<file path="src/sv/gps_pkg.sv">
// Shared types and constants for the gravity projected shock block.
// Used by the controller, the datapath and the top level.
package gps_pkg;

  localparam int FRAC_BITS_DEF = 16;
  localparam logic [15:0] ALPHA_RST = 16'd1311;
  localparam logic [14:0] MIN_GRAVITY_RST = 15'd1;

  localparam int CFG_AW = 3;
  localparam logic [CFG_AW-1:0] ADDR_ALPHA = 3'd0;
  localparam logic [CFG_AW-1:0] ADDR_MIN_GRAVITY = 3'd4;

  // Iteration counts of the root and the quotient units.
  localparam int SQRT_STEPS = 24;
  localparam int DIV_STEPS = 17;
  localparam int CNT_W = 5;
  localparam logic [1:0] LAST_AXIS = 2'd2;

  typedef enum logic [3:0] {
    ST_IDLE,
    ST_FMUL,
    ST_FADD,
    ST_SMUL,
    ST_SACC,
    ST_SQI,
    ST_SQRT,
    ST_CHK,
    ST_DMUL,
    ST_DACC,
    ST_DVI,
    ST_DIV,
    ST_FIN
  } gps_state_t;

  typedef struct packed {
    logic       load;
    logic       filt_mul;
    logic       filt_add;
    logic       mul;
    logic       sel_dot;
    logic       sq_acc;
    logic       dot_acc;
    logic       sqrt_init;
    logic       sqrt_step;
    logic       div_init;
    logic       div_step;
    logic       out_load;
    logic [1:0] axis;
  } gps_cmd_t;

  typedef struct packed {
    logic weak_grav;
    logic out_busy;
  } gps_status_t;

endpackage

</file>
<file path="src/sv/gps_ctrl.sv">
// Sequencer of the gravity projected shock block.
// Depends on gps_pkg; drives the datapath through gps_cmd_t.
module gps_ctrl import gps_pkg::*; (
  input  logic        clk,
  input  logic        rst_n,
  input  logic        in_tvalid,
  output logic        in_tready,
  input  gps_status_t status,
  output gps_cmd_t    cmd
);

  gps_state_t state_r, state_nxt;
  logic [CNT_W-1:0] cnt_r, cnt_nxt;

  always_ff @(posedge clk) begin
    if (!rst_n) begin
      state_r <= ST_IDLE;
      cnt_r <= '0;
    end else begin
      state_r <= state_nxt;
      cnt_r <= cnt_nxt;
    end
  end

  always_comb begin
    state_nxt = state_r;
    cnt_nxt = cnt_r;
    cmd = '0;
    cmd.axis = cnt_r[1:0];
    in_tready = 1'b0;
    case (state_r)
      ST_IDLE: begin
        in_tready = 1'b1;
        if (in_tvalid) begin
          cmd.load = 1'b1;
          cnt_nxt = '0;
          state_nxt = ST_FMUL;
        end
      end
      ST_FMUL: begin
        cmd.filt_mul = 1'b1;
        state_nxt = ST_FADD;
      end
      ST_FADD: begin
        cmd.filt_add = 1'b1;
        if (cnt_r[1:0] == LAST_AXIS) begin
          cnt_nxt = '0;
          state_nxt = ST_SMUL;
        end else begin
          cnt_nxt = cnt_r + 1'b1;
          state_nxt = ST_FMUL;
        end
      end
      ST_SMUL: begin
        cmd.mul = 1'b1;
        state_nxt = ST_SACC;
      end
      ST_SACC: begin
        cmd.sq_acc = 1'b1;
        if (cnt_r[1:0] == LAST_AXIS) begin
          cnt_nxt = '0;
          state_nxt = ST_SQI;
        end else begin
          cnt_nxt = cnt_r + 1'b1;
          state_nxt = ST_SMUL;
        end
      end
      ST_SQI: begin
        cmd.sqrt_init = 1'b1;
        cnt_nxt = '0;
        state_nxt = ST_SQRT;
      end
      ST_SQRT: begin
        cmd.sqrt_step = 1'b1;
        if (cnt_r == CNT_W'(SQRT_STEPS - 1)) begin
          cnt_nxt = '0;
          state_nxt = ST_CHK;
        end else begin
          cnt_nxt = cnt_r + 1'b1;
        end
      end
      ST_CHK: begin
        cnt_nxt = '0;
        state_nxt = status.weak_grav ? ST_FIN : ST_DMUL;
      end
      ST_DMUL: begin
        cmd.mul = 1'b1;
        cmd.sel_dot = 1'b1;
        state_nxt = ST_DACC;
      end
      ST_DACC: begin
        cmd.dot_acc = 1'b1;
        if (cnt_r[1:0] == LAST_AXIS) begin
          cnt_nxt = '0;
          state_nxt = ST_DVI;
        end else begin
          cnt_nxt = cnt_r + 1'b1;
          state_nxt = ST_DMUL;
        end
      end
      ST_DVI: begin
        cmd.div_init = 1'b1;
        cnt_nxt = '0;
        state_nxt = ST_DIV;
      end
      ST_DIV: begin
        cmd.div_step = 1'b1;
        if (cnt_r == CNT_W'(DIV_STEPS - 1)) begin
          cnt_nxt = '0;
          state_nxt = ST_FIN;
        end else begin
          cnt_nxt = cnt_r + 1'b1;
        end
      end
      ST_FIN: begin
        // Wait for the output register to be free.
        if (!status.out_busy) begin
          cmd.out_load = 1'b1;
          state_nxt = ST_IDLE;
        end
      end
      default: begin
        state_nxt = ST_IDLE;
      end
    endcase
  end

endmodule

</file>
<file path="src/sv/gps_datapath.sv">
// Datapath of the gravity projected shock block: gravity filter, squares,
// bit-pair square root, dot product, restoring divider and output register.
// Depends on gps_pkg; controlled by gps_ctrl through gps_cmd_t.
module gps_datapath import gps_pkg::*; #(
  parameter int FRAC_BITS = FRAC_BITS_DEF
) (
  input  logic               clk,
  input  logic               rst_n,
  input  logic signed [15:0] accel_x,
  input  logic signed [15:0] accel_y,
  input  logic signed [15:0] accel_z,
  input  logic [15:0]        alpha,
  input  logic [14:0]        min_gravity,
  input  gps_cmd_t           cmd,
  output gps_status_t        status,
  input  logic               out_tready,
  output logic               out_tvalid,
  output logic signed [15:0] out_shock,
  output logic               out_weak,
  output logic               out_clipped
);

  localparam int GW = FRAC_BITS + 18;
  localparam int PW = GW + 17;
  localparam int GS_LSB = FRAC_BITS - 8;

  logic signed [15:0] a_r [3];
  logic signed [GW-1:0] g_r [3];
  logic zero_r;
  logic signed [PW-1:0] prod_r;
  logic signed [49:0] mprod_r;
  logic [47:0] sum_r, sh_r;
  logic [25:0] rem_r;
  logic [23:0] root_r;
  logic signed [50:0] dot_r;
  logic [50:0] num_r;
  logic [47:0] dv_r;
  logic [16:0] q_r;
  logic big_r, neg_r;
  logic out_valid_r;
  logic signed [15:0] shock_r;
  logic weak_r, clip_r;

  logic signed [15:0] a_sel;
  logic signed [GW-1:0] g_sel, a_ext, diff, g_new;
  logic signed [23:0] gs_sel;
  logic signed [24:0] d_sel, opa;
  logic [27:0] rem2, trial;
  logic [31:0] divisor;
  logic [50:0] num_c;
  logic signed [15:0] shock_c;
  logic clip_c;

  always_comb begin
    a_sel = a_r[cmd.axis];
    g_sel = g_r[cmd.axis];
    a_ext = GW'(a_sel);
    diff = (a_ext <<< FRAC_BITS) - g_sel;
    g_new = g_sel + GW'(prod_r >>> 16);
    gs_sel = g_sel[GS_LSB +: 24];
    d_sel = (25'(a_sel) <<< 8) - 25'(gs_sel);
    opa = cmd.sel_dot ? d_sel : 25'(gs_sel);
    rem2 = {rem_r, sh_r[47:46]};
    trial = {2'b00, root_r, 2'b01};
    divisor = {root_r, 8'h00};
    num_c = dot_r[50] ? 51'(-dot_r) : 51'(dot_r);
    status.weak_grav = (root_r == '0) || (root_r < {1'b0, min_gravity, 8'h00});
    status.out_busy = out_valid_r && !out_tready;
    // Saturate the truncated quotient to the 16-bit range.
    if (neg_r) begin
      if (big_r || q_r > 17'd32768) begin
        shock_c = 16'sh8000;
        clip_c = 1'b1;
      end else begin
        shock_c = 16'(-q_r);
        clip_c = 1'b0;
      end
    end else begin
      if (big_r || q_r > 17'd32767) begin
        shock_c = 16'sh7fff;
        clip_c = 1'b1;
      end else begin
        shock_c = 16'(q_r);
        clip_c = 1'b0;
      end
    end
  end

  always_ff @(posedge clk) begin
    if (cmd.load) begin
      a_r[0] <= accel_x;
      a_r[1] <= accel_y;
      a_r[2] <= accel_z;
      zero_r <= (g_r[0] == '0) && (g_r[1] == '0) && (g_r[2] == '0);
      sum_r <= '0;
      dot_r <= '0;
    end
    if (cmd.filt_mul) begin
      prod_r <= $signed({1'b0, alpha}) * diff;
    end
    if (cmd.mul) begin
      mprod_r <= opa * 25'(gs_sel);
    end
    if (cmd.sq_acc) begin
      sum_r <= sum_r + mprod_r[47:0];
    end
    if (cmd.dot_acc) begin
      dot_r <= dot_r + 51'(mprod_r);
    end
    if (cmd.sqrt_init) begin
      sh_r <= sum_r;
      rem_r <= '0;
      root_r <= '0;
    end
    if (cmd.sqrt_step) begin
      sh_r <= sh_r << 2;
      if (rem2 >= trial) begin
        rem_r <= 26'(rem2 - trial);
        root_r <= {root_r[22:0], 1'b1};
      end else begin
        rem_r <= rem2[25:0];
        root_r <= {root_r[22:0], 1'b0};
      end
    end
    if (cmd.div_init) begin
      num_r <= num_c;
      neg_r <= dot_r[50];
      big_r <= num_c >= (51'(divisor) << 17);
      dv_r <= 48'(divisor) << 16;
      q_r <= '0;
    end
    if (cmd.div_step) begin
      dv_r <= dv_r >> 1;
      if (num_r >= 51'(dv_r)) begin
        num_r <= num_r - 51'(dv_r);
        q_r <= {q_r[15:0], 1'b1};
      end else begin
        q_r <= {q_r[15:0], 1'b0};
      end
    end
    if (cmd.out_load) begin
      if (status.weak_grav) begin
        shock_r <= '0;
        weak_r <= 1'b1;
        clip_r <= 1'b0;
      end else begin
        shock_r <= shock_c;
        weak_r <= 1'b0;
        clip_r <= clip_c;
      end
    end
  end

  always_ff @(posedge clk) begin
    if (!rst_n) begin
      g_r[0] <= '0;
      g_r[1] <= '0;
      g_r[2] <= '0;
      out_valid_r <= 1'b0;
    end else begin
      if (cmd.filt_add) begin
        // An all-zero estimate takes the sample unfiltered.
        g_r[cmd.axis] <= zero_r ? (a_ext <<< FRAC_BITS) : g_new;
      end
      if (cmd.out_load) begin
        out_valid_r <= 1'b1;
      end else if (out_tready) begin
        out_valid_r <= 1'b0;
      end
    end
  end

  assign out_tvalid = out_valid_r;
  assign out_shock = shock_r;
  assign out_weak = weak_r;
  assign out_clipped = clip_r;

endmodule

</file>
<file path="src/sv/gravity_projected_shock.sv">
// Top level of the gravity projected shock block: configuration registers,
// stream ports, controller and datapath. Depends on gps_pkg, gps_ctrl, gps_datapath.
//
// Usage:
//  - in_*: one three-axis sample per transfer, x in the low 16 bits of tdata.
//  - out_*: one result per sample: shock in tdata, weak_gravity and clipped
//    in tuser.
//  - cfg_*: APB registers, alpha at 0x0 and min_gravity at 0x4. Write only
//    while no sample is in flight.
//  - A sample is taken, then runs the filter update, the sums of squares, the
//    square root (setup, then one result bit per cycle), the weak check, the
//    dot product, the restoring division (setup, then one quotient bit per
//    cycle) and the output load, which waits while the output register is
//    busy; the next sample can be accepted in the cycle after the output load.
//    A weak gravity estimate skips the dot product and division.
//  - The output register holds its result while out_tready is low; the next
//    sample may be accepted meanwhile and waits at its end for the register.
//  - Reset clears the gravity estimate, so the first sample loads it directly,
//    and restores alpha to 1311 and min_gravity to 1.
module gravity_projected_shock import gps_pkg::*; #(
  parameter int FRAC_BITS = FRAC_BITS_DEF
) (
  input  logic              clk,
  input  logic              rst_n,
  input  logic              in_tvalid,
  output logic              in_tready,
  input  logic [47:0]       in_tdata,    // accel_x, accel_y, accel_z
  output logic              out_tvalid,
  input  logic              out_tready,
  output logic [15:0]       out_tdata,   // shock
  output logic [1:0]        out_tuser,   // weak_gravity, clipped
  input  logic              cfg_psel,
  input  logic              cfg_penable,
  input  logic              cfg_pwrite,
  input  logic [CFG_AW-1:0] cfg_paddr,
  input  logic [31:0]       cfg_pwdata,
  output logic [31:0]       cfg_prdata,
  output logic              cfg_pready
);

  logic [15:0] alpha_r;
  logic [14:0] min_gravity_r;
  logic cfg_wr;
  gps_cmd_t cmd;
  gps_status_t status;
  logic signed [15:0] shock;
  logic weak_grav, clipped;

  assign cfg_pready = 1'b1;
  assign cfg_wr = cfg_psel && cfg_penable && cfg_pwrite;

  always_ff @(posedge clk) begin
    if (!rst_n) begin
      alpha_r <= ALPHA_RST;
      min_gravity_r <= MIN_GRAVITY_RST;
    end else if (cfg_wr) begin
      if (cfg_paddr == ADDR_ALPHA) begin
        alpha_r <= cfg_pwdata[15:0];
      end else if (cfg_paddr == ADDR_MIN_GRAVITY) begin
        min_gravity_r <= cfg_pwdata[14:0];
      end
    end
  end

  always_comb begin
    case (cfg_paddr)
      ADDR_ALPHA: cfg_prdata = {16'h0000, alpha_r};
      ADDR_MIN_GRAVITY: cfg_prdata = {17'h00000, min_gravity_r};
      default: cfg_prdata = '0;
    endcase
  end

  gps_ctrl u_ctrl (
    .clk       (clk),
    .rst_n     (rst_n),
    .in_tvalid (in_tvalid),
    .in_tready (in_tready),
    .status    (status),
    .cmd       (cmd)
  );

  gps_datapath #(
    .FRAC_BITS (FRAC_BITS)
  ) u_dp (
    .clk         (clk),
    .rst_n       (rst_n),
    .accel_x     (in_tdata[15:0]),
    .accel_y     (in_tdata[31:16]),
    .accel_z     (in_tdata[47:32]),
    .alpha       (alpha_r),
    .min_gravity (min_gravity_r),
    .cmd         (cmd),
    .status      (status),
    .out_tready  (out_tready),
    .out_tvalid  (out_tvalid),
    .out_shock   (shock),
    .out_weak    (weak_grav),
    .out_clipped (clipped)
  );

  assign out_tdata = shock;
  assign out_tuser = {clipped, weak_grav};

  a_busy_after_accept: assert property (@(posedge clk) disable iff (!rst_n)
    in_tvalid && in_tready |=> !in_tready)
    else $error("input accepted twice in a row");

  a_weak_zero: assert property (@(posedge clk) disable iff (!rst_n)
    out_tvalid && out_tuser[0] |-> out_tdata == 16'h0000 && !out_tuser[1])
    else $error("weak result not zero");

  a_clip_rail: assert property (@(posedge clk) disable iff (!rst_n)
    out_tvalid && out_tuser[1] |-> out_tdata == 16'h7fff || out_tdata == 16'h8000)
    else $error("clipped result off the rail");

endmodule
</file>
<file path="config.mk">
export PLATFORM = sky130hd
export DESIGN_NAME = gravity_projected_shock
export DESIGN_NICKNAME = d
export VERILOG_FILES = /design/src/sv/gps_pkg.sv /design/src/sv/gps_ctrl.sv /design/src/sv/gps_datapath.sv /design/src/sv/gravity_projected_shock.sv
export SDC_FILE = /design/constraint.sdc
export NUM_CORES = 2
export LEC_CHECK = 0
export BUFFER_PORTS_ARGS = -buffer_cell sky130_fd_sc_hd__buf_2
export CAP_MARGIN = 20
export CORE_MARGIN = 8
export CORE_UTILIZATION = 25
export CTS_CLUSTER_DIAMETER = 60
export CTS_CLUSTER_SIZE = 20
export DETAILED_ROUTE_END_ITERATION = 12
export GPL_TIMING_DRIVEN = 0
export PLACE_DENSITY_LB_ADDON = 0.3
export REMOVE_ABC_BUFFERS = 1
export SETUP_SLACK_MARGIN = 0.2
export SLEW_MARGIN = 20
export SYNTH_ARGS = -nofsm -noshare
export SYNTH_HDL_FRONTEND = slang
export SYNTH_HIERARCHICAL = 1
export SYNTH_SLANG_ARGS = --single-unit
</file>
<file path="constraint.sdc">
create_clock -name clk -period 14.05 [get_ports clk]
set_input_delay 2.81 -clock clk [delete_from_list [all_inputs] [get_ports clk]]
set_output_delay 2.81 -clock clk [all_outputs]
set_load 0.1 [all_outputs]
</file>
==> reports/results.md <==
| Quantity | This run |
|:---|:---|
| CTS tree | done |
| Setup Viol. Count Final | 0 |
| Number of failing hold endpoints at the final stage | 0 |
| Final WL | 241 mm |
| Maximum number of pins on one net before global-route repair | 94 |
| Total via count in the routed design | 60900 |
| Highest achievable clock rate | 74.9 MHz |
| Vias/cell | 4.69 |
| Clock Pin Slew Worst Setup and Hold Paths | 0.06 ns |
| Top_reg_cell synth | sky130_fd_sc_hd__edfxtp_1 |
| Count of pins on the block boundary | 143 |
| Fraction of the yosys area taken by sequential cells | 0.227 |
| Min Clock Period, post-route | 13.35 ns |
| Dominant cell type by count on the critical path | sky130_fd_sc_hd__fa_1 |
| Most numerous cell in the Yosys netlist | sky130_fd_sc_hd__inv_1 |
| Kind of critical path | reg2reg |
| Global route overflow | 0 |
| Overall routing resource usage | 0.140 |
| Longest individual stage delay on the worst path | 0.79 ns |
| Starting density of the core | 0.251 |
| Synthesized flop and latch total | 642 |
| Net count, final | 10400 |
| Slowest cell on the critical path | sky130_fd_sc_hd__o21ai_4 |
| RSZ-0062 raised after global routing | false |
| Clock net sink count | 642 |
| Number of CTS-inserted buffers | 70 |
| Width of the die | 584 um |
| Synth top cells by count | sky130_fd_sc_hd__inv_1 (1434), sky130_fd_sc_hd__fa_1 (1124), sky130_fd_sc_hd__nand2_1 (1002) |
| Area used by multi-input combinational logic | 56100 um^2 |
| Critical path fanouts, max | 35 |
| Detailed Route Iter0 Violations | 4138 |
| Number of flops mapped to enable cells by yosys | 547 |
| Area of the die | 341000 um^2 |
| Area of the mapped netlist | 80700 um^2 |
| Fillers | 34000 |
| Remaining max-slew budget at the tightest pin | 0.185 |
| YS warnings | 6 |
| Row cnt | 208 |
| DRC violation count after routing | 0 |
| Antenna violations before repair | 5 |
| Area added between synthesis and finish | 11.9% |
| Worst min-delay path class | reg2reg |
| Fin crit share | 0.950 |
| Fraction of registers with async set or reset after synthesis | 0 |
| Storage element area | 18400 um^2 |
| Nature of the critical path endpoint | flop |
| Fin Hold WS | 0.474 ns |
| Port Buf Inserts | 109 |
| Detail Route Antenna Nets | 0 |
| Yosys top cell area share | 0.279 |
| Yosys cell types | 104 |
| Worst-Margin Slew | 1.21 ns |
| Height of the chip | 584 um |
| DR WL/cell | 18.6 um |
| Post-synthesis area per instance | 9.29 um^2 |
| Total half-perimeter wirelength after legalization and detailed placement | 195 mm |
| Final Max Slew Viols | 0 |
| Run status | finished, final reports clean |
| Worst endpoint data arrival time | 13.85 ns |
| Core outline area | 321000 um^2 |
| Setup crit start kind | flop |
| Number of levels the H-tree was split into | 3 |
| Quantity of hold-fixing buffers added after cts | 0 |
| Clock Path Buffers | 3 |
| DRT Pass-1 Iters | 6 |
| Synth top area cells | sky130_fd_sc_hd__fa_1 (28%), sky130_fd_sc_hd__edfxtp_1 (20%), sky130_fd_sc_hd__ha_1 (8.2%), sky130_fd_sc_hd__inv_1 (6.7%), sky130_fd_sc_hd__nand2_1 (4.7%) |
| Root buffer cell | sky130_fd_sc_hd__clkbuf_16 |
| Share of final-layout standard cells stronger than drive strength 1 | 0.0671 |
| Cell taking the most area after synthesis | sky130_fd_sc_hd__fa_1 |
| Vias in the first global route | 64900 |
| Utilization after layout | 0.281 |
| Global-route wire length before repair | 377 mm |
| Clk_skew | 0.0361 ns |
| Max capacitance violation total | 0 |
| Number of instances in the synthesized netlist | 8687 |
| Final Wtd Congestion | 0.899 |
| Data required, critical path | 14.55 ns |
| Clock latency reported for the late side of the worst-skew pair | 0.69 ns |
-- path summary, 6_finish.rpt --
path                            startpoint                       endpoint  slack (ns)  cells past startpoint
max reg2reg   u_ctrl/cnt_r[0]$_SDFFE_PN0P_     u_dp/mprod_r[46]$_DFFE_PP_        0.70                     35
min          min_gravity_r[3]$_SDFFE_PN0P_  min_gravity_r[3]$_SDFFE_PN0P_        0.47                      2
max           u_ctrl/cnt_r[0]$_SDFFE_PN0P_     u_dp/mprod_r[46]$_DFFE_PP_        0.70                     35
min reg2reg  min_gravity_r[3]$_SDFFE_PN0P_  min_gravity_r[3]$_SDFFE_PN0P_        0.47                      2
-- worst max-delay path: cells and delay by family, from the launching register on --
kind | cells | cell delay [ns]
buffers and inverters | 7 | 1.04
AO/OA/AOI/OAI | 10 | 3.84
AND/OR/NAND/NOR | 9 | 3.36
flip-flops | 1 | 0.57
multiplexers | 1 | 0.34
adder cells (fa/ha/maj) | 8 | 3.90
-- kinds of logic (layout without fill, tap and decap cells) --
family | count (synthesis) | count (layout) | synth area share
AO/OA/AOI/OAI | 1369 | 1369 | 0.108
XOR/XNOR | 388 | 388 | 0.0423
adder cells (fa/ha/maj) | 1655 | 1655 | 0.361
buffers and inverters | 1840 | 1811 | 0.0878
flip-flops | 642 | 642 | 0.227
multiplexers | 181 | 181 | 0.0249
other | 2 | 22 | 0.0000930
AND/OR/NAND/NOR | 2610 | 2610 | 0.149
-- layout by cell type (no fill, tap or decap), types with 33 or more instances in the layout --
cell type,count
sky130_fd_sc_hd__mux2i_1,141
sky130_fd_sc_hd__nor2_1,724
sky130_fd_sc_hd__nor3_1,75
sky130_fd_sc_hd__o21ai_0,275
sky130_fd_sc_hd__o21a_1,58
sky130_fd_sc_hd__nand4_1,68
sky130_fd_sc_hd__nor2b_1,59
sky130_fd_sc_hd__clkbuf_16,73
sky130_fd_sc_hd__nor4_1,49
sky130_fd_sc_hd__xnor2_1,237
sky130_fd_sc_hd__o31ai_1,33
sky130_fd_sc_hd__a21o_1,191
sky130_fd_sc_hd__a21oi_1,374
sky130_fd_sc_hd__nand3_1,80
sky130_fd_sc_hd__and3_1,47
sky130_fd_sc_hd__a22o_1,46
sky130_fd_sc_hd__buf_6,38
sky130_fd_sc_hd__ha_1,526
sky130_fd_sc_hd__a31oi_1,39
sky130_fd_sc_hd__a211oi_1,46
sky130_fd_sc_hd__buf_2,116
sky130_fd_sc_hd__nand2b_1,46
sky130_fd_sc_hd__or3_1,41
sky130_fd_sc_hd__edfxtp_1,547
sky130_fd_sc_hd__nand2_1,997
sky130_fd_sc_hd__inv_1,1430
sky130_fd_sc_hd__fa_1,1124
sky130_fd_sc_hd__dfxtp_1,77
sky130_fd_sc_hd__o21bai_1,49
sky130_fd_sc_hd__and2_1,300
sky130_fd_sc_hd__xor2_1,115
-- timing repair --
item                                    CTS  global route
gates resized for setup                   1             5
endpoints found under the setup margin    1             3
cloned                                    0             1
buffers inserted                          0             2
-- layer usage --
layer / GRT usage / part of all wire
met5: 0 / 0
met4: 0.0371 / 0.030
met1: 0.190 / 0.45
met2: 0.233 / 0.46
met3: 0.0197 / 0.056
-- per-stage QoR --
step	area, um^2	TNS, ns	setup slack [ns]	cells
after floorplan	79100	0	0.352	8304
after global placement	85000	-357.91	-7.68	12700
after detailed placement	87800	0	0.267	12800
after CTS	90200	0	0.509	13000
after global routing	90300	0	0.330	13000
final	90300	0	0.702	13000
-- cell type report --
type                            count  share of cell area
Clock buffer                       81              0.0207
Tap cell                         4305              0.0596
Clock inverter                     49             0.00654
Timing Repair Buffer              238              0.0282
Inverter                         1442              0.0601
Sequential cell                   642               0.203
Antenna cell                        5            0.000139
Multi-Input combinational cell   6220               0.622
Timing Repair inverter              1           0.0000554
-- registers in the layout, summed over array words and instances (netlist names), 5 cells and up --
signal,flops
u_dp/root_r,24
alpha_r,16
u_dp/q_r,17
u_dp/num_r,51
u_dp/dv_r,48
u_dp/prod_r,34
u_dp/sh_r,48
u_dp/g_r,136
min_gravity_r,15
u_dp/a_r,48
u_dp/out_shock,16
u_dp/sum_r,48
u_dp/rem_r,26
u_ctrl/cnt_r,5
u_dp/mprod_r,49
u_dp/dot_r,51
Power is left out: the tool's default activity adds up to more than one toggle a clock period on the data nets, which glitch-free logic cannot reach.
